`config.mk`:
```
export PLATFORM = sky130hd
export DESIGN_NAME = stun_binding_response_parser_unit
export DESIGN_NICKNAME = d
export VERILOG_FILES = /design/src/rtl/core/stunbr_pkg.sv /design/src/rtl/core/stun_binding_response_parser_unit.sv /design/src/rtl/core/stunbr_walk.sv
export SDC_FILE = /design/constraint.sdc
export NUM_CORES = 1
export LEC_CHECK = 0
export BUFFER_PORTS_ARGS = -buffer_cell sky130_fd_sc_hd__buf_2
export CORE_MARGIN = 4
export CORE_UTILIZATION = 28
export CTS_CLUSTER_DIAMETER = 120
export CTS_CLUSTER_SIZE = 10
export DETAILED_ROUTE_END_ITERATION = 10
export MAX_ROUTING_LAYER = met4
export PLACE_DENSITY = 0.46
export SLEW_MARGIN = 30
export SYNTH_ARGS = -nofsm -noshare
export SYNTH_HDL_FRONTEND = slang
export SYNTH_SLANG_ARGS = --single-unit
```
`constraint.sdc`:
```
create_clock -name clk -period 9.8 [get_ports clk]
set_input_delay 0.98 -clock clk [delete_from_list [all_inputs] [get_ports clk]]
set_output_delay 0.98 -clock clk [all_outputs]
set_load 0.005 [all_outputs]
```
`src/rtl/core/stunbr_pkg.sv`:
```
// Shared types, constants and helpers for the STUN binding response parser.
// No dependencies; used by stunbr_walk and stun_binding_response_parser_unit.
package stunbr_pkg;

	localparam int unsigned MAX_PACKET_DEFAULT = 256;
	localparam int unsigned HDR_SIZE = 20;
	localparam int unsigned ADDR_ATTR_LEN = 8;
	// Header, attribute type, attribute length and a full address value.
	localparam int unsigned MIN_FOUND_POS = HDR_SIZE + 4 + ADDR_ATTR_LEN;

	localparam logic [15:0] MSG_TYPE = 16'h0101;
	localparam logic [31:0] MAGIC_COOKIE = 32'h2112A442;
	localparam logic [15:0] ATTR_MAPPED = 16'h0001;
	localparam logic [15:0] ATTR_XOR_MAPPED = 16'h0020;

	localparam int unsigned CFG_IDX_W = 1;
	localparam int unsigned CFG_DATA_W = 64;
	localparam logic [CFG_IDX_W-1:0] REG_TID_FIRST = 1'b0;
	localparam logic [CFG_IDX_W-1:0] REG_TID_LAST = 1'b1;

	typedef enum logic [2:0] {
		ST_OK,
		ST_TOO_SHORT,
		ST_BAD_TYPE,
		ST_BAD_COOKIE,
		ST_BAD_TID,
		ST_NO_ADDR
	} status_t;

	typedef enum logic [2:0] {
		PH_TYPE,
		PH_LEN,
		PH_VALUE,
		PH_SKIP,
		PH_FOUND,
		PH_FAIL
	} phase_t;

	typedef struct packed {
		status_t     status;
		logic [31:0] mapped_address;
		logic        was_xor_mapped;
	} result_t;

	// Expected value of header byte pos; bytes 2 and 3 are never compared.
	function automatic logic [7:0] hdr_byte(input logic [4:0] pos, input logic [31:0] tid_first,
		input logic [63:0] tid_last);
		logic [159:0] hdr;
		logic [4:0]   idx;
		hdr = {MSG_TYPE, 16'h0000, MAGIC_COOKIE, tid_first, tid_last};
		idx = 5'(HDR_SIZE - 1) - pos;
		if (pos >= 5'(HDR_SIZE)) begin
			return 8'h00;
		end
		return hdr[{idx, 3'b000} +: 8];
	endfunction

endpackage

```
`src/rtl/core/stun_binding_response_parser_unit.sv`:
```
// Top level of the STUN binding response parser: ports, config registers, input and result
// registers. Depends on stunbr_pkg and stunbr_walk.
//
// The block takes one datagram byte per cycle unless byte_stall is high, with no gaps required
// between bytes or datagrams, and emits one result transaction for each byte marked last:
// status, mapped_address and was_xor_mapped. A byte passes through the input register and is
// then folded into the datagram state; when the final byte of a datagram is folded in, its
// result is loaded into the result register. The input register and the result register let
// a new byte enter while a finished result still waits; the byte channel stalls only when a
// second final byte is ready while the result register is full and stalled. Bytes at positions
// MAX_PACKET and beyond are ignored apart from their last mark. Configuration writes take effect
// at once and must be made between datagrams by the user; the block does not enforce this.
module stun_binding_response_parser_unit #(
	parameter int unsigned MAX_PACKET = stunbr_pkg::MAX_PACKET_DEFAULT
) (
	input  logic                              clk,
	input  logic                              arst_n,
	input  logic                              cfg_wr_en,
	input  logic [stunbr_pkg::CFG_IDX_W-1:0]  cfg_index,
	input  logic [stunbr_pkg::CFG_DATA_W-1:0] cfg_wdata,
	input  logic                              byte_valid,
	output logic                              byte_stall,
	input  logic [7:0]                        data_byte,
	input  logic                              last_byte,
	output logic                              result_valid,
	input  logic                              result_stall,
	output logic [2:0]                        status,
	output logic [31:0]                       mapped_address,
	output logic                              was_xor_mapped
);

	logic [31:0]         tid_first_q;
	logic [63:0]         tid_last_q;
	logic                byte_valid_s1;
	logic [7:0]          data_s1;
	logic                last_s1;
	logic                step;
	logic                result_valid_q;
	stunbr_pkg::result_t walk_result;
	stunbr_pkg::result_t result_q;

	always_ff @(posedge clk or negedge arst_n) begin
		if (!arst_n) begin
			tid_first_q <= 32'h0;
			tid_last_q <= 64'h0;
		end else if (cfg_wr_en) begin
			case (cfg_index)
				stunbr_pkg::REG_TID_FIRST: tid_first_q <= cfg_wdata[31:0];
				stunbr_pkg::REG_TID_LAST: tid_last_q <= cfg_wdata[63:0];
				default: tid_first_q <= tid_first_q;
			endcase
		end
	end

	assign step = byte_valid_s1 && (!last_s1 || !result_valid_q || !result_stall);
	assign byte_stall = byte_valid_s1 && !step;

	always_ff @(posedge clk or negedge arst_n) begin
		if (!arst_n) begin
			byte_valid_s1 <= 1'b0;
		end else if (!byte_stall) begin
			byte_valid_s1 <= byte_valid;
		end
	end

	always_ff @(posedge clk) begin
		if (byte_valid && !byte_stall) begin
			data_s1 <= data_byte;
			last_s1 <= last_byte;
		end
	end

	stunbr_walk #(
		.MAX_PACKET(MAX_PACKET)
	) u_walk (
		.clk(clk),
		.arst_n(arst_n),
		.step(step),
		.data_byte(data_s1),
		.last_byte(last_s1),
		.tid_first(tid_first_q),
		.tid_last(tid_last_q),
		.result(walk_result)
	);

	always_ff @(posedge clk or negedge arst_n) begin
		if (!arst_n) begin
			result_valid_q <= 1'b0;
		end else if (step && last_s1) begin
			result_valid_q <= 1'b1;
		end else if (!result_stall) begin
			result_valid_q <= 1'b0;
		end
	end

	always_ff @(posedge clk) begin
		if (step && last_s1) begin
			result_q <= walk_result;
		end
	end

	assign result_valid = result_valid_q;
	assign status = result_q.status;
	assign mapped_address = result_q.mapped_address;
	assign was_xor_mapped = result_q.was_xor_mapped;

	a_stall_needs_item: assert property (@(posedge clk) disable iff (!arst_n)
		byte_stall |-> byte_valid_s1 && last_s1 && result_valid_q && result_stall)
		else $error("Byte channel stalled without a blocked result.");

	a_addr_only_ok: assert property (@(posedge clk) disable iff (!arst_n)
		result_valid && status != stunbr_pkg::ST_OK |-> mapped_address == 32'h0 && !was_xor_mapped)
		else $error("Address reported with a failing status.");

	a_status_range: assert property (@(posedge clk) disable iff (!arst_n)
		result_valid |-> status <= 3'(stunbr_pkg::ST_NO_ADDR))
		else $error("Result status out of range.");

	a_result_follows_last: assert property (@(posedge clk) disable iff (!arst_n)
		step && last_s1 |=> result_valid)
		else $error("Final byte processed without a result transaction.");

endmodule

```
`src/rtl/core/stunbr_walk.sv`:
```
// Per-datagram state: header checks, attribute walk and address capture.
// Depends on stunbr_pkg; the result for the current byte is combinational.
module stunbr_walk #(
	parameter int unsigned MAX_PACKET = stunbr_pkg::MAX_PACKET_DEFAULT
) (
	input  logic                 clk,
	input  logic                 arst_n,
	input  logic                 step,
	input  logic [7:0]           data_byte,
	input  logic                 last_byte,
	input  logic [31:0]          tid_first,
	input  logic [63:0]          tid_last,
	output stunbr_pkg::result_t  result
);

	localparam int unsigned POS_W = $clog2(MAX_PACKET + 1);

	logic [POS_W-1:0]   pos_q, pos_d;
	stunbr_pkg::status_t hdr_err_q, hdr_err_d;
	stunbr_pkg::phase_t phase_q, phase_d;
	logic               fidx_q, fidx_d;
	logic [15:0]        atype_q, atype_d;
	logic [15:0]        alen_q, alen_d;
	logic [16:0]        skip_q, skip_d;
	logic [31:0]        addr_q, addr_d;
	logic               xor_q, xor_d;

	logic               in_range, in_hdr, in_body, is_addr_attr;
	logic [16:0]        skip_pad;
	stunbr_pkg::status_t status_d;

	assign in_range = pos_q < POS_W'(MAX_PACKET);
	assign in_hdr = in_range && (pos_q < POS_W'(stunbr_pkg::HDR_SIZE));
	assign in_body = in_range && !in_hdr;
	assign alen_d = (in_body && phase_q == stunbr_pkg::PH_LEN) ? {alen_q[7:0], data_byte} : alen_q;
	assign is_addr_attr = (atype_q == stunbr_pkg::ATTR_MAPPED)
		|| (atype_q == stunbr_pkg::ATTR_XOR_MAPPED);
	assign skip_pad = (17'(alen_d) + 17'd3) & 17'h1FFFC;
	assign pos_d = in_range ? pos_q + POS_W'(1) : pos_q;

	always_comb begin
		phase_d = phase_q;
		if (in_body) begin
			case (phase_q)
				stunbr_pkg::PH_TYPE: begin
					if (fidx_q) begin
						phase_d = stunbr_pkg::PH_LEN;
					end
				end
				stunbr_pkg::PH_LEN: begin
					if (fidx_q) begin
						if (is_addr_attr) begin
							phase_d = (alen_d == 16'(stunbr_pkg::ADDR_ATTR_LEN))
								? stunbr_pkg::PH_VALUE : stunbr_pkg::PH_FAIL;
						end else begin
							phase_d = (skip_pad == 17'd0) ? stunbr_pkg::PH_TYPE
								: stunbr_pkg::PH_SKIP;
						end
					end
				end
				stunbr_pkg::PH_VALUE: begin
					if (skip_q == 17'd1) begin
						phase_d = stunbr_pkg::PH_FOUND;
					end
				end
				stunbr_pkg::PH_SKIP: begin
					if (skip_q == 17'd1) begin
						phase_d = stunbr_pkg::PH_TYPE;
					end
				end
				default: begin
					phase_d = phase_q;
				end
			endcase
		end
	end

	always_comb begin
		hdr_err_d = hdr_err_q;
		fidx_d = fidx_q;
		atype_d = atype_q;
		skip_d = skip_q;
		addr_d = addr_q;
		xor_d = xor_q;
		if (in_hdr && pos_q != POS_W'(2) && pos_q != POS_W'(3)
			&& hdr_err_q == stunbr_pkg::ST_OK
			&& data_byte != stunbr_pkg::hdr_byte(pos_q[4:0], tid_first, tid_last)) begin
			if (pos_q < POS_W'(2)) begin
				hdr_err_d = stunbr_pkg::ST_BAD_TYPE;
			end else if (pos_q < POS_W'(8)) begin
				hdr_err_d = stunbr_pkg::ST_BAD_COOKIE;
			end else begin
				hdr_err_d = stunbr_pkg::ST_BAD_TID;
			end
		end
		if (in_body) begin
			case (phase_q)
				stunbr_pkg::PH_TYPE: begin
					atype_d = {atype_q[7:0], data_byte};
					fidx_d = !fidx_q;
				end
				stunbr_pkg::PH_LEN: begin
					fidx_d = !fidx_q;
					if (fidx_q) begin
						if (is_addr_attr) begin
							xor_d = atype_q == stunbr_pkg::ATTR_XOR_MAPPED;
							addr_d = 32'h0;
							skip_d = 17'(stunbr_pkg::ADDR_ATTR_LEN);
						end else begin
							skip_d = skip_pad;
						end
					end
				end
				stunbr_pkg::PH_VALUE: begin
					if (skip_q <= 17'd4) begin
						addr_d = {addr_q[23:0], data_byte};
					end
					skip_d = skip_q - 17'd1;
				end
				stunbr_pkg::PH_SKIP: begin
					skip_d = skip_q - 17'd1;
				end
				default: begin
					skip_d = skip_q;
				end
			endcase
		end
	end

	always_comb begin
		if (pos_d < POS_W'(stunbr_pkg::HDR_SIZE)) begin
			status_d = stunbr_pkg::ST_TOO_SHORT;
		end else if (hdr_err_d != stunbr_pkg::ST_OK) begin
			status_d = hdr_err_d;
		end else if (phase_d == stunbr_pkg::PH_FOUND) begin
			status_d = stunbr_pkg::ST_OK;
		end else begin
			status_d = stunbr_pkg::ST_NO_ADDR;
		end
		result.status = status_d;
		result.mapped_address = 32'h0;
		result.was_xor_mapped = 1'b0;
		if (status_d == stunbr_pkg::ST_OK) begin
			result.mapped_address = xor_d ? (addr_d ^ stunbr_pkg::MAGIC_COOKIE) : addr_d;
			result.was_xor_mapped = xor_d;
		end
	end

	always_ff @(posedge clk or negedge arst_n) begin
		if (!arst_n) begin
			pos_q <= '0;
			hdr_err_q <= stunbr_pkg::ST_OK;
			phase_q <= stunbr_pkg::PH_TYPE;
			fidx_q <= 1'b0;
		end else if (step) begin
			if (last_byte) begin
				pos_q <= '0;
				hdr_err_q <= stunbr_pkg::ST_OK;
				phase_q <= stunbr_pkg::PH_TYPE;
				fidx_q <= 1'b0;
			end else begin
				pos_q <= pos_d;
				hdr_err_q <= hdr_err_d;
				phase_q <= phase_d;
				fidx_q <= fidx_d;
			end
		end
	end

	always_ff @(posedge clk) begin
		if (step) begin
			atype_q <= atype_d;
			alen_q <= alen_d;
			skip_q <= skip_d;
			addr_q <= addr_d;
			xor_q <= xor_d;
		end
	end

	a_pos_bound: assert property (@(posedge clk) disable iff (!arst_n)
		int'(pos_q) <= int'(MAX_PACKET))
		else $error("Byte position passed the packet limit.");

	a_found_needs_bytes: assert property (@(posedge clk) disable iff (!arst_n)
		phase_q == stunbr_pkg::PH_FOUND |-> int'(pos_q) >= int'(stunbr_pkg::MIN_FOUND_POS))
		else $error("Address found before enough bytes were seen.");

	a_fidx_phase: assert property (@(posedge clk) disable iff (!arst_n)
		fidx_q |-> (phase_q == stunbr_pkg::PH_TYPE || phase_q == stunbr_pkg::PH_LEN))
		else $error("Field byte index set outside type or length phase.");

	a_clear_after_last: assert property (@(posedge clk) disable iff (!arst_n)
		step && last_byte |=> pos_q == '0 && phase_q == stunbr_pkg::PH_TYPE)
		else $error("Datagram state not cleared after the final byte.");

endmodule
```
Word-level counts from Yosys, hierarchy flattened

Cells that the tools add are included.

Flip-flop bits (word level): 241
Input bits: 79

$add $sub $neg: 4
Magnitude comparators: 7
Equal/unequal tests: 13
Shifts and indexed selects: 1
Muxes and demuxes: 41
Bitwise logic cells: 2
Reduce and logical (&&, ||, !) cells: 36

Operator list:

| kind                                                  | number |
|---|---|
| variable part select 160 x 9 -> 8 bit                 | 1 |
| 2-to-1 mux 32 bit                                     | 4 |
| one-hot mux 32 bit (2 select lines)                   | 1 |
| 2-to-1 mux 3 bit                                      | 15 |
| 2-to-1 mux 17 bit                                     | 2 |
| one-hot mux 17 bit (2 select lines)                   | 1 |
| 2-to-1 mux 30 bit                                     | 1 |
| < comparator 9 x 5 -> 1 bit (second input constant)   | 2 |
| 2-to-1 mux 9 bit                                      | 2 |
| != test 9 x 2 -> 1 bit (second input constant)        | 2 |
| adder 16 x 2 -> 17 bit (second input constant)        | 1 |
| == test 17 x 1 -> 1 bit (second input constant)       | 1 |
| <= comparator 17 x 3 -> 1 bit (second input constant) | 1 |
| logical NOT 17 bit                                    | 1 |
| subtractor 17 x 1 -> 17 bit (second input constant)   | 1 |
| == test 16 x 1 -> 1 bit (second input constant)       | 1 |
| == test 16 x 4 -> 1 bit (second input constant)       | 1 |
| == test 16 x 6 -> 1 bit (second input constant)       | 1 |
| 2-to-1 mux 16 bit                                     | 1 |
| 2-to-1 mux 8 bit                                      | 2 |
| one-hot mux 3 bit (4 select lines)                    | 1 |
| logical AND 1 bit                                     | 11 |
| 2-to-1 mux 1 bit                                      | 10 |
| adder 9 x 1 -> 9 bit (second input constant)          | 1 |
| 22 further kinds                                      | 39 |

Logic depth before layout (Yosys ltp)

Gate-level depths: netlist (run 1).

Word-level depth: 18
Mapped depth: 14
Depth with buffers taken out: 11

Cells and area by module

From an unflattened synthesis (run 1), not the netlist that was laid out.

Cells, all modules: 946
Area, all modules: 12,276.8 µm²

Modules (own cells, without submodules):

| module                            | instances | cells an instance | area each (µm²) | sequential area each (µm²) |
|---|---|---|---|---|
| stunbr_walk                       | 1         | 685               | 7,069.3         | 2,862.7 |
| stun_binding_response_parser_unit | 1         | 261               | 5,207.5         | 3,803.6 |

Least setup slack after synthesis (run 1)

Ideal clock, no wire load.

Path type: input -> register
From: input port result_stall
To: register u_walk.atype_q[0] (enable)
Library setup time: 0.409 ns
Arrival: 3.345 ns
Slack: 6.046 ns
Stages: 5
Cells stage by stage: nand3_1 > nand2_1 > clkinv_1 > nand2_1 > nor3_1

Cells in the longest elaborated chain, start to end: 4

Ends and longest elaborated chain:

| what                                 | RTL line                                | source |
|---|---|---|
| start: declaration                   | stun_binding_response_parser_unit.sv:26 | `input logic result_stall,` |
| logical NOT 1 bit                    | --                                      |  |
| logical OR 1 bit                     | stun_binding_response_parser_unit.sv:55 | `assign step = byte_valid_s1 && (!last_s1 \|\| !result_valid_q \|\| !result_stall);` |
| logical AND 1 bit                    | stun_binding_response_parser_unit.sv:55 |  |
| net step                             | stun_binding_response_parser_unit.sv:37 | `logic step;` |
| AND reduction 3 bit (no source line) | --                                      |  |
| end signal: assignment               | stunbr_walk.sv:172                      | `atype_q <= atype_d;` |
| end: declaration                     | stunbr_walk.sv:22                       | `logic [15:0] atype_q, atype_d;` |

The timed path passes the listed nets, and every way through them passes these cells.
A chain may end at the register's enable or synchronous reset.

Worst setup path in the final report (run 1)

From: register u_walk.pos_q[2]
To: register result_q (netlist bit mapped_address[31]), data pin

Cells in the longest elaborated chain, start to end: 18

Ends and longest elaborated chain:

| what                                                                     | RTL line                                | source |
|---|---|---|
| start: declaration                                                       | stunbr_walk.sv:18                       | `logic [POS_W-1:0] pos_q, pos_d;` |
| start signal: assignment                                                 | stunbr_walk.sv:162                      | `pos_q <= pos_d;` |
| < comparator 9 bit / < comparator 9 x 5 -> 1 bit (equally long branches) | stunbr_walk.sv:32, stunbr_walk.sv:33    |  |
| logical AND 1 bit                                                        | stunbr_walk.sv:33                       | `assign in_hdr = in_range && (pos_q < POS_W'(stunbr_pkg::HDR_SIZE));` |
| logical NOT 1 bit                                                        | stunbr_walk.sv:34                       | `assign in_body = in_range && !in_hdr;` |
| logical AND 1 bit                                                        | stunbr_walk.sv:34                       |  |
| logical AND 1 bit                                                        | stunbr_walk.sv:35                       | `assign alen_d = (in_body && phase_q == stunbr_pkg::PH_LEN) ? {alen_q[7:0], data_byte} : alen_q;` |
| 2-to-1 mux 16 bit                                                        | stunbr_walk.sv:35                       |  |
| adder 16 x 2 -> 17 bit                                                   | stunbr_walk.sv:38                       | `assign skip_pad = (17'(alen_d) + 17'd3) & 17'h1FFFC;` |
| logical NOT 17 bit                                                       | stunbr_walk.sv:56                       | `phase_d = (skip_pad == 17'd0) ? stunbr_pkg::PH_TYPE` |
| [... 2 more ...]                                                         | --                                      |  |
| 2-to-1 mux 3 bit                                                         | stunbr_walk.sv:51                       | `if (fidx_q) begin` |
| one-hot mux 3 bit (4 select lines)                                       | stunbr_walk.sv:44                       | `case (phase_q)` |
| 2-to-1 mux 3 bit                                                         | stunbr_walk.sv:43                       | `if (in_body) begin` |
| == test 3 bit                                                            | stunbr_walk.sv:135                      | `end else if (phase_d == stunbr_pkg::PH_FOUND) begin` |
| 2-to-1 mux 3 bit                                                         | stunbr_walk.sv:135                      |  |
| 2-to-1 mux 3 bit                                                         | stunbr_walk.sv:133                      | `end else if (hdr_err_d != stunbr_pkg::ST_OK) begin` |
| 2-to-1 mux 3 bit                                                         | stunbr_walk.sv:131                      | `if (pos_d < POS_W'(stunbr_pkg::HDR_SIZE)) begin` |
| logical NOT 3 bit                                                        | stunbr_walk.sv:143                      | `if (status_d == stunbr_pkg::ST_OK) begin` |
| end signal: assignment                                                   | stun_binding_response_parser_unit.sv:98 | `result_q <= walk_result;` |
| end: declaration                                                         | stun_binding_response_parser_unit.sv:40 | `stunbr_pkg::result_t result_q;` |

Parallel ways exist; a longest one is shown, timed or not.

==> impl_results.md, run 1 <==
- Outcome: finished, final reports clean
- Die Wd: 216.4 um
- Synth area leaders: edfxtp_1 31%, dfrtp_1 23%, mux2_2 9.4%
- LEAKAGE: 5.232 nW
- Slew headroom: 39.54%
- # rows: 76
- Synth unique cells: 70
- Slew Viols, Final: 0
- Most common cell after layout, fill and taps aside: edfxtp_1
- CP Data Required Time: 10170 ps
- CP max FO: 27
- Ys Warns: 0
- Critical Path Sink Type: register
- Total gr overflow: 0
- CTS max path bufs: 3
- Post-CTS Setup Inserts: 0
- Max Freq: 234.1 MHz
- Filler cells: 4446
- Endpoints failing setup: 0
- Setup TNS: 0 ps
- H-tree depth: 1
- Vias in the first global route: 8602
- First-pass GRT wire length: 51.49 mm
- FF+latch count, synth: 241
- Initial Util: 28.28%
- Final #Nets: 1222
- Seq pwr share: 47.5%
- Via/cell ratio: 4.860
- Worst Max-Slew Pin Slew: 897.4 ps
- Power share of the clock group: 36.9%
- Total GRT Usage: 14.11%
- Synth async-reset ratio: 47.30%
- Pre-Repair DR Iteration Count: 7
- Clock-pin slew on the worst setup and hold paths: 70 ps
- Iter 0 DRT Violations: 434
- Area Growth Syn to Fin: 16.55%
- Setup CP Type: register to register
- Final Hold Viols: 0
- Pwr dens: 181.0 nW/um^2
- Cts bufs inserted: 28
- Skew-Pair Late Insertion Delay: 550 ps
- Post-Route WL: 32.76 mm
- Average wire per cell in the routed design: 18.83 um
- Final WS setup: 5528 ps
- Logic pwr share: 15.6%
- Number of port buffers: 116
- Worst Hold Class: input port to async pin
- ANT nets after route: 0
- Core area: 42980 sq um
- Fin crit period: 4272 ps
- Fraction of layout cells with a size suffix above 1: 27.68%
- Synth Flop Type: edfxtp_1
- Worst path arrival time: 4650 ps
- EDFF count, synth: 127
- Final worst-path cycle share: 43.60%
- Sequential share of the synthesized area: 54.84%
- Area leader, netlist: edfxtp_1
- Vias: 8457
- Most frequent cells in the layout: 127 x edfxtp_1, 115 x buf_2, 112 x dfrtp_1
- Clock Tree Root: clkbuf_16
- Sw Share: 26.82%
- Psw: 0.6878 mW
- Largest net degree at the start of global routing: 78
- CTS tree: built
- Internal Power: 1.877 mW
- Unrepaired setup endpoints after global routing: false
- Hold buffer count at cts: 0
- Clk sinks: 241
- Gate Count Post-Synth: 1034
- Avg Cell Area, Syn: 11.76 sq um
- Place WS: 5597 ps
- Setup crit start kind: register
- Top-area cell type share of the netlist area: 31.37%
- Synthesized Nets: 1123
- GPL Wtd Cong: 0.8512
- Die area: 46810 sq um
- Clk_skew: 18.00 ps
- MaxCap Viol Count: 0
- Drt drc: 0
- Die height: 216.4 um
- Io pins: 117
- Post-Synthesis Cell Area: 12160 sq um
- Detailed placer's ending HPWL: 22.43 mm
- Post-CTS Resized: 0
- Peak supply drop: 0.0001051 V
- Initial antenna violation count: 7
-- sequential cells by signal, indices dropped and copies added, names as in the netlist --
| name | flops |
|---|---|
| byte_valid_s1 | 1 |
| data_s1 | 8 |
| last_s1 | 1 |
| mapped_address | 32 |
| result_valid | 1 |
| status | 3 |
| tid_first_q | 32 |
| tid_last_q | 64 |
| u_walk.addr_q | 32 |
| u_walk.alen_q | 16 |
| u_walk.atype_q | 16 |
| u_walk.fidx_q | 1 |
| u_walk.hdr_err_q | 3 |
| u_walk.phase_q | 3 |
| u_walk.pos_q | 9 |
| u_walk.skip_q | 17 |
| u_walk.xor_q | 1 |
| was_xor_mapped | 1 |
-- final timing paths --
path	startpoint	depth (start not counted)	to	slack, ps
max reg2reg	u_walk.pos_q[2]$_DFFE_PN0P_	11	mapped_address[31]$_SDFFCE_PP0P_	5530
min in group clk	u_walk.atype_q[4]$_DFFE_PP_	0	u_walk.atype_q[12]$_DFFE_PP_	440
min	arst_n	1	tid_last_q[31]$_DFFE_PN0P_	420
max	u_walk.pos_q[2]$_DFFE_PN0P_	11	mapped_address[31]$_SDFFCE_PP0P_	5530
min reg2reg	u_walk.atype_q[4]$_DFFE_PP_	0	u_walk.atype_q[12]$_DFFE_PP_	440
max in group asynchronous	arst_n	2	tid_last_q[60]$_DFFE_PN0P_	8280
-- synthesized netlist by cell type, types with 5 or more instances --
| cell type | n |
|---|---|
| mux2_2 | 101 |
| or3_1 | 7 |
| buf_2 | 12 |
| a22o_1 | 18 |
| nor3b_1 | 5 |
| ha_1 | 10 |
| nand3_1 | 23 |
| a21oi_1 | 50 |
| nand4_1 | 8 |
| o22ai_1 | 14 |
| clkbuf_1 | 41 |
| dfrtp_1 | 114 |
| nor2_1 | 63 |
| inv_1 | 18 |
| xnor2_1 | 33 |
| edfxtp_1 | 127 |
| buf_4 | 5 |
| and3_1 | 8 |
| o21ai_0 | 59 |
| mux2i_1 | 28 |
| buf_1 | 7 |
| nor4_1 | 11 |
| o31ai_1 | 5 |
| a22oi_1 | 8 |
| nor2b_1 | 10 |
| or4_1 | 5 |
| a31oi_1 | 6 |
| xor2_1 | 7 |
| mux4_2 | 11 |
| nor3_1 | 21 |
| nand2_1 | 107 |
| nor3b_2 | 20 |
-- routing by layer --
metal  part of all wire [%]  track usage [%]
met3                    4.6            2.594
met2                     46            21.81
met1                     47            19.57
met4                    2.1            2.966
met5                      0                -
-- cells by family (layout without fill, tap and decap cells) --
family	Yosys count	after routing	synth area share [%]
buffers and inverters	84	199	2.872
muxes	141	141	13.79
and+or+nand+nor	312	312	13.69
AOI/OAI and AO/OA	206	206	10.90
adders and majority gates	10	10	1.029
other	0	6	0
xor gates and xnor gates	40	40	2.882
DFF	241	241	54.84
-- stage by stage --
step	cells	utilization, %	hold WS [ps]	power, mW	cell area (sq um)
2_1_floorplan	1034	-	424.4	1.499	12160
3_3_place_gp	1688	31.07	432.6	1.637	13360
3_5_place_dp	1688	31.08	433.4	1.642	13360
4_1_cts	1734	32.93	415.4	2.607	14150
5_1_grt	1740	32.96	436.6	2.696	14170
6_report	1740	32.96	421.2	2.565	14170
-- cell type report --
cell class,count,area [sq um],area share [%]
Antenna cell,6,15.01,0.1060
Inverter,19,71.32,0.5034
Sequential cell,241,6669,47.07
Multi-Input combinational cell,709,5165,36.45
Clock inverter,1,8.758,0.06182
Timing Repair Buffer,134,721.9,5.095
Tap cell,585,732.0,5.166
Clock buffer,45,785.8,5.546
-- critical path, stage by stage (launching register included) --
cell	delay, ps
dfrtp_1	880
inv_1	280
ha_1	730
o221a_2	320
nor3_1	40
mux2_1	330
a211oi_2	200
o2111ai_1	220
o31ai_1	470
nand2_1	100
buf_4	260
nor3b_1	250
-- power groups by stage --
stage	Sequential, mW	Combinational (mW)	Clock [mW]
6_report	1.22	0.399	0.948
5_1_grt	1.23	0.442	1.02
4_1_cts	1.22	0.405	0.984
3_5_place_dp	1.24	0.404	0
3_3_place_gp	1.24	0.402	0
2_1_floorplan	1.20	0.296	0
Note: power is estimated with default switching activity, not from simulation.
==> run 2: changes to the inputs <==
--- a/config.mk
+++ b/config.mk
@@ -5,6 +5,7 @@
 export SDC_FILE = /design/constraint.sdc
 export NUM_CORES = 1
 export LEC_CHECK = 0
+export ABC_AREA = 1
 export BUFFER_PORTS_ARGS = -buffer_cell sky130_fd_sc_hd__buf_2
 export CORE_MARGIN = 4
 export CORE_UTILIZATION = 28
@@ -12,7 +13,7 @@
 export CTS_CLUSTER_SIZE = 10
 export DETAILED_ROUTE_END_ITERATION = 10
 export MAX_ROUTING_LAYER = met4
-export PLACE_DENSITY = 0.46
+export PLACE_DENSITY = 0.47
 export SLEW_MARGIN = 30
 export SYNTH_ARGS = -nofsm -noshare
 export SYNTH_HDL_FRONTEND = slang
==> constraint.sdc (replaced) <==
create_clock -name clk -period 3.85 [get_ports clk]
set_input_delay 0.385 -clock clk [delete_from_list [all_inputs] [get_ports clk]]
set_output_delay 0.385 -clock clk [all_outputs]
set_load 0.005 [all_outputs]
==> impl_results.md, run 2 <==
- Clock Tree Root: clkbuf_16
- Antenna diodes: 0
- Pwr dens: 455.4 nW/um^2
- CP Launch Point: u_walk.pos_q[2]$_DFFE_PN0P_
- Adder-cell share of the synthesized area: 1.005%
- Slew Viols, Final: 0
- CTS tree: built
- Synth Flop Type: edfxtp_1
- Post-synthesis simple-gate area fraction: 20.85%
- CP Data Required Time: 4130 ps
- Core area: 44120 sq um
- Slew headroom: 48.78%
- R2r startpoint: u_walk.pos_q[2]$_DFFE_PN0P_
- Cts bufs inserted: 28
- MaxCap Viol Count: 0
- CTS max path bufs: 3
- Clock-pin slew on the worst setup and hold paths: 60 ps
- Hold Startpoint: last_byte
- Synthesized Nets: 1449
- Setup CP Type: register to register
- Avg Cell Area, Syn: 9.159 sq um
- EDFF count, synth: 127
- Io pins: 117
- Sequential share of the synthesized area: 53.52%
- GPL Wtd Cong: 0.8572
- Most frequent cells after synthesis: 244 x nand2_1, 176 x inv_1, 141 x o21ai_0
- LEAKAGE: 6.419 nW
- Worst Hold Class: input port to register
- Synth unique cells: 47
- Fin crit period: 3550 ps
- Final #Nets: 1573
- Die Wd: 218.9 um
- Skew-Pair Late Insertion Delay: 550 ps
- Endpoints failing setup: 0
- Initial Util: 28.23%
- Peak supply drop: 0.0003023 V
- Outcome: finished, final reports clean
- H-tree depth: 1
- Final hold slack: 28.59 ps
- Placed insts: 2041
- Via/cell ratio: 4.621
- Mux contribution to synthesized area: 2.893%
- Pre-Repair DR Iteration Count: 5
- Total gr overflow: 0
- Ys Warns: 0
- Initial antenna violation count: 0
- Max reg flops: 64
- Clk_skew: 18.17 ps
- ANT nets after route: 0
- Gate Count Post-Synth: 1360
- Xor-xnor portion of the synthesized cell area: 2.039%
- Average wire per cell in the routed design: 16.03 um
- Synth area leaders: edfxtp_1 31%, dfrtp_1 23%, nand2_1 7.4%
- Drt drc: 0
- Max Freq: 281.7 MHz
- Top-area cell type share of the netlist area: 30.62%
- Fraction of layout cells with a size suffix above 1: 20.25%
- Setup TNS: 0 ps
- Compound-cell area share of the yosys netlist: 11.88%
- Largest net degree at the start of global routing: 67
- Most frequent cells in the layout: 241 x nand2_1, 175 x inv_1, 141 x o21ai_0
- Setup crit start kind: register
- # rows: 77
- Largest family of logic cells by synthesized area: simple AND/OR/NAND/NOR gates
- Area leader, netlist: edfxtp_1
- Layout Cells excl Fill: 2093
- Worst Max-Slew Pin Slew: 767.5 ps
- Post-Route WL: 33.55 mm
- Total GRT Usage: 14.38%
- Die area: 47920 sq um
- Area Growth Syn to Fin: 17.56%
- Vias: 9672
- Synth async-reset ratio: 47.30%
- CP max FO: 18
- Detailed placer's ending HPWL: 24.26 mm
- Vias in the first global route: 9670
- Post-Synthesis Cell Area: 12460 sq um
- First-pass GRT wire length: 53.72 mm
- Top-count cell post-synth: nand2_1
- Critical Path Sink Type: register
- Most common cell after layout, fill and taps aside: nand2_1
- FF+latch count, synth: 241
- Clk sinks: 241
- Iter 0 DRT Violations: 759
- Die height: 218.9 um
- Biggest register: tid_last_q
- Number of port buffers: 116
- Final Hold Viols: 0
- Final worst-path cycle share: 92.21%
- Worst path arrival time: 3830 ps
==> run 2: cell type report <==
cell class	count	area, sq um
clock buffer	46	789.5
clock inverter	1	8.758
fill	4657	29480
inverter	187	706.9
multi-input combinational	877	4850
sequential	241	6668
tap	592	740.7
timing repair buffer	149	879.6
==> run 2: metal layers <==
metal | vias up | global-route usage (%) | part of all wire [%]
met5 | - | - | 0
met4 | 0 | 4.066 | 2.4
li1 | 4815 | - | -
met3 | 48 | 1.786 | 3.8
met2 | 214 | 23.24 | 47
met1 | 4595 | 19.16 | 46
==> run 2: critical path, cell delays in order (launching register included) <==
cell	delay (ps)
dfrtp_1	440
buf_4	230
nor2_4	220
buf_4	260
o211ai_1	150
nand3_1	120
nand2_1	60
a21oi_1	200
or2_2	150
nand4_1	60
nor2_1	90
nand3_1	100
nand2_1	110
nand4_1	130
nand3_1	100
inv_1	50
nor2_1	180
a21oi_4	90
nand2_4	200
buf_4	250
nor2_1	60
==> run 2: cell families after synthesis <==
| group | after synthesis |
|---|---|
| AND/OR/NAND/NOR | 552 |
| AO/OA/AOI/OAI | 254 |
| buffers and inverters | 242 |
| flip-flops | 241 |
| multiplexers | 32 |
| XOR/XNOR | 29 |
| adder cells (fa/ha/maj) | 10 |
==> run 2: power breakdown <==
part	switching, mW	total (mW)	internal [mW]	leakage (nW)
clock	1.03	2.41	1.38	0.382
sequential	0.117	3.07	2.95	2.62
combinational	0.770	1.19	0.415	3.42
total	1.92	6.67	4.75	6.42
==> run 2: per-stage QoR <==
step	power [mW]	area [sq um]	setup slack, ps	utilization, %
2_1_floorplan	3.869	12460	359.0	-
3_3_place_gp	4.306	13770	212.4	31.21
3_5_place_dp	4.314	13780	165.9	31.23
4_1_cts	6.768	14610	139.3	33.10
5_1_grt	7.051	14640	-4.809	33.18
6_report	6.668	14640	299.9	33.18
==> run 2: repair_timing <==
item                                   4_1_cts  5_1_grt
setup endpoints to repair                    0       23
hold buffers                                 3        0
gates resized for setup                      0        6
endpoints found under the hold margin       50        0
buffers inserted                             0        2
==> run 2: final timing paths <==
kind | endpoint | slack [ps] | depth (start not counted)
max | was_xor_mapped$_SDFFCE_PP0P_ | 300 | 20
min | last_s1$_DFFE_PP_ | 30 | 1
max reg2reg | was_xor_mapped$_SDFFCE_PP0P_ | 300 | 20
min reg2reg | u_walk.atype_q[11]$_DFFE_PP_ | 450 | 0
max in group asynchronous | tid_last_q[28]$_DFFE_PN0P_ | 2600 | 3
min in group asynchronous | tid_last_q[63]$_DFFE_PN0P_ | 400 | 2
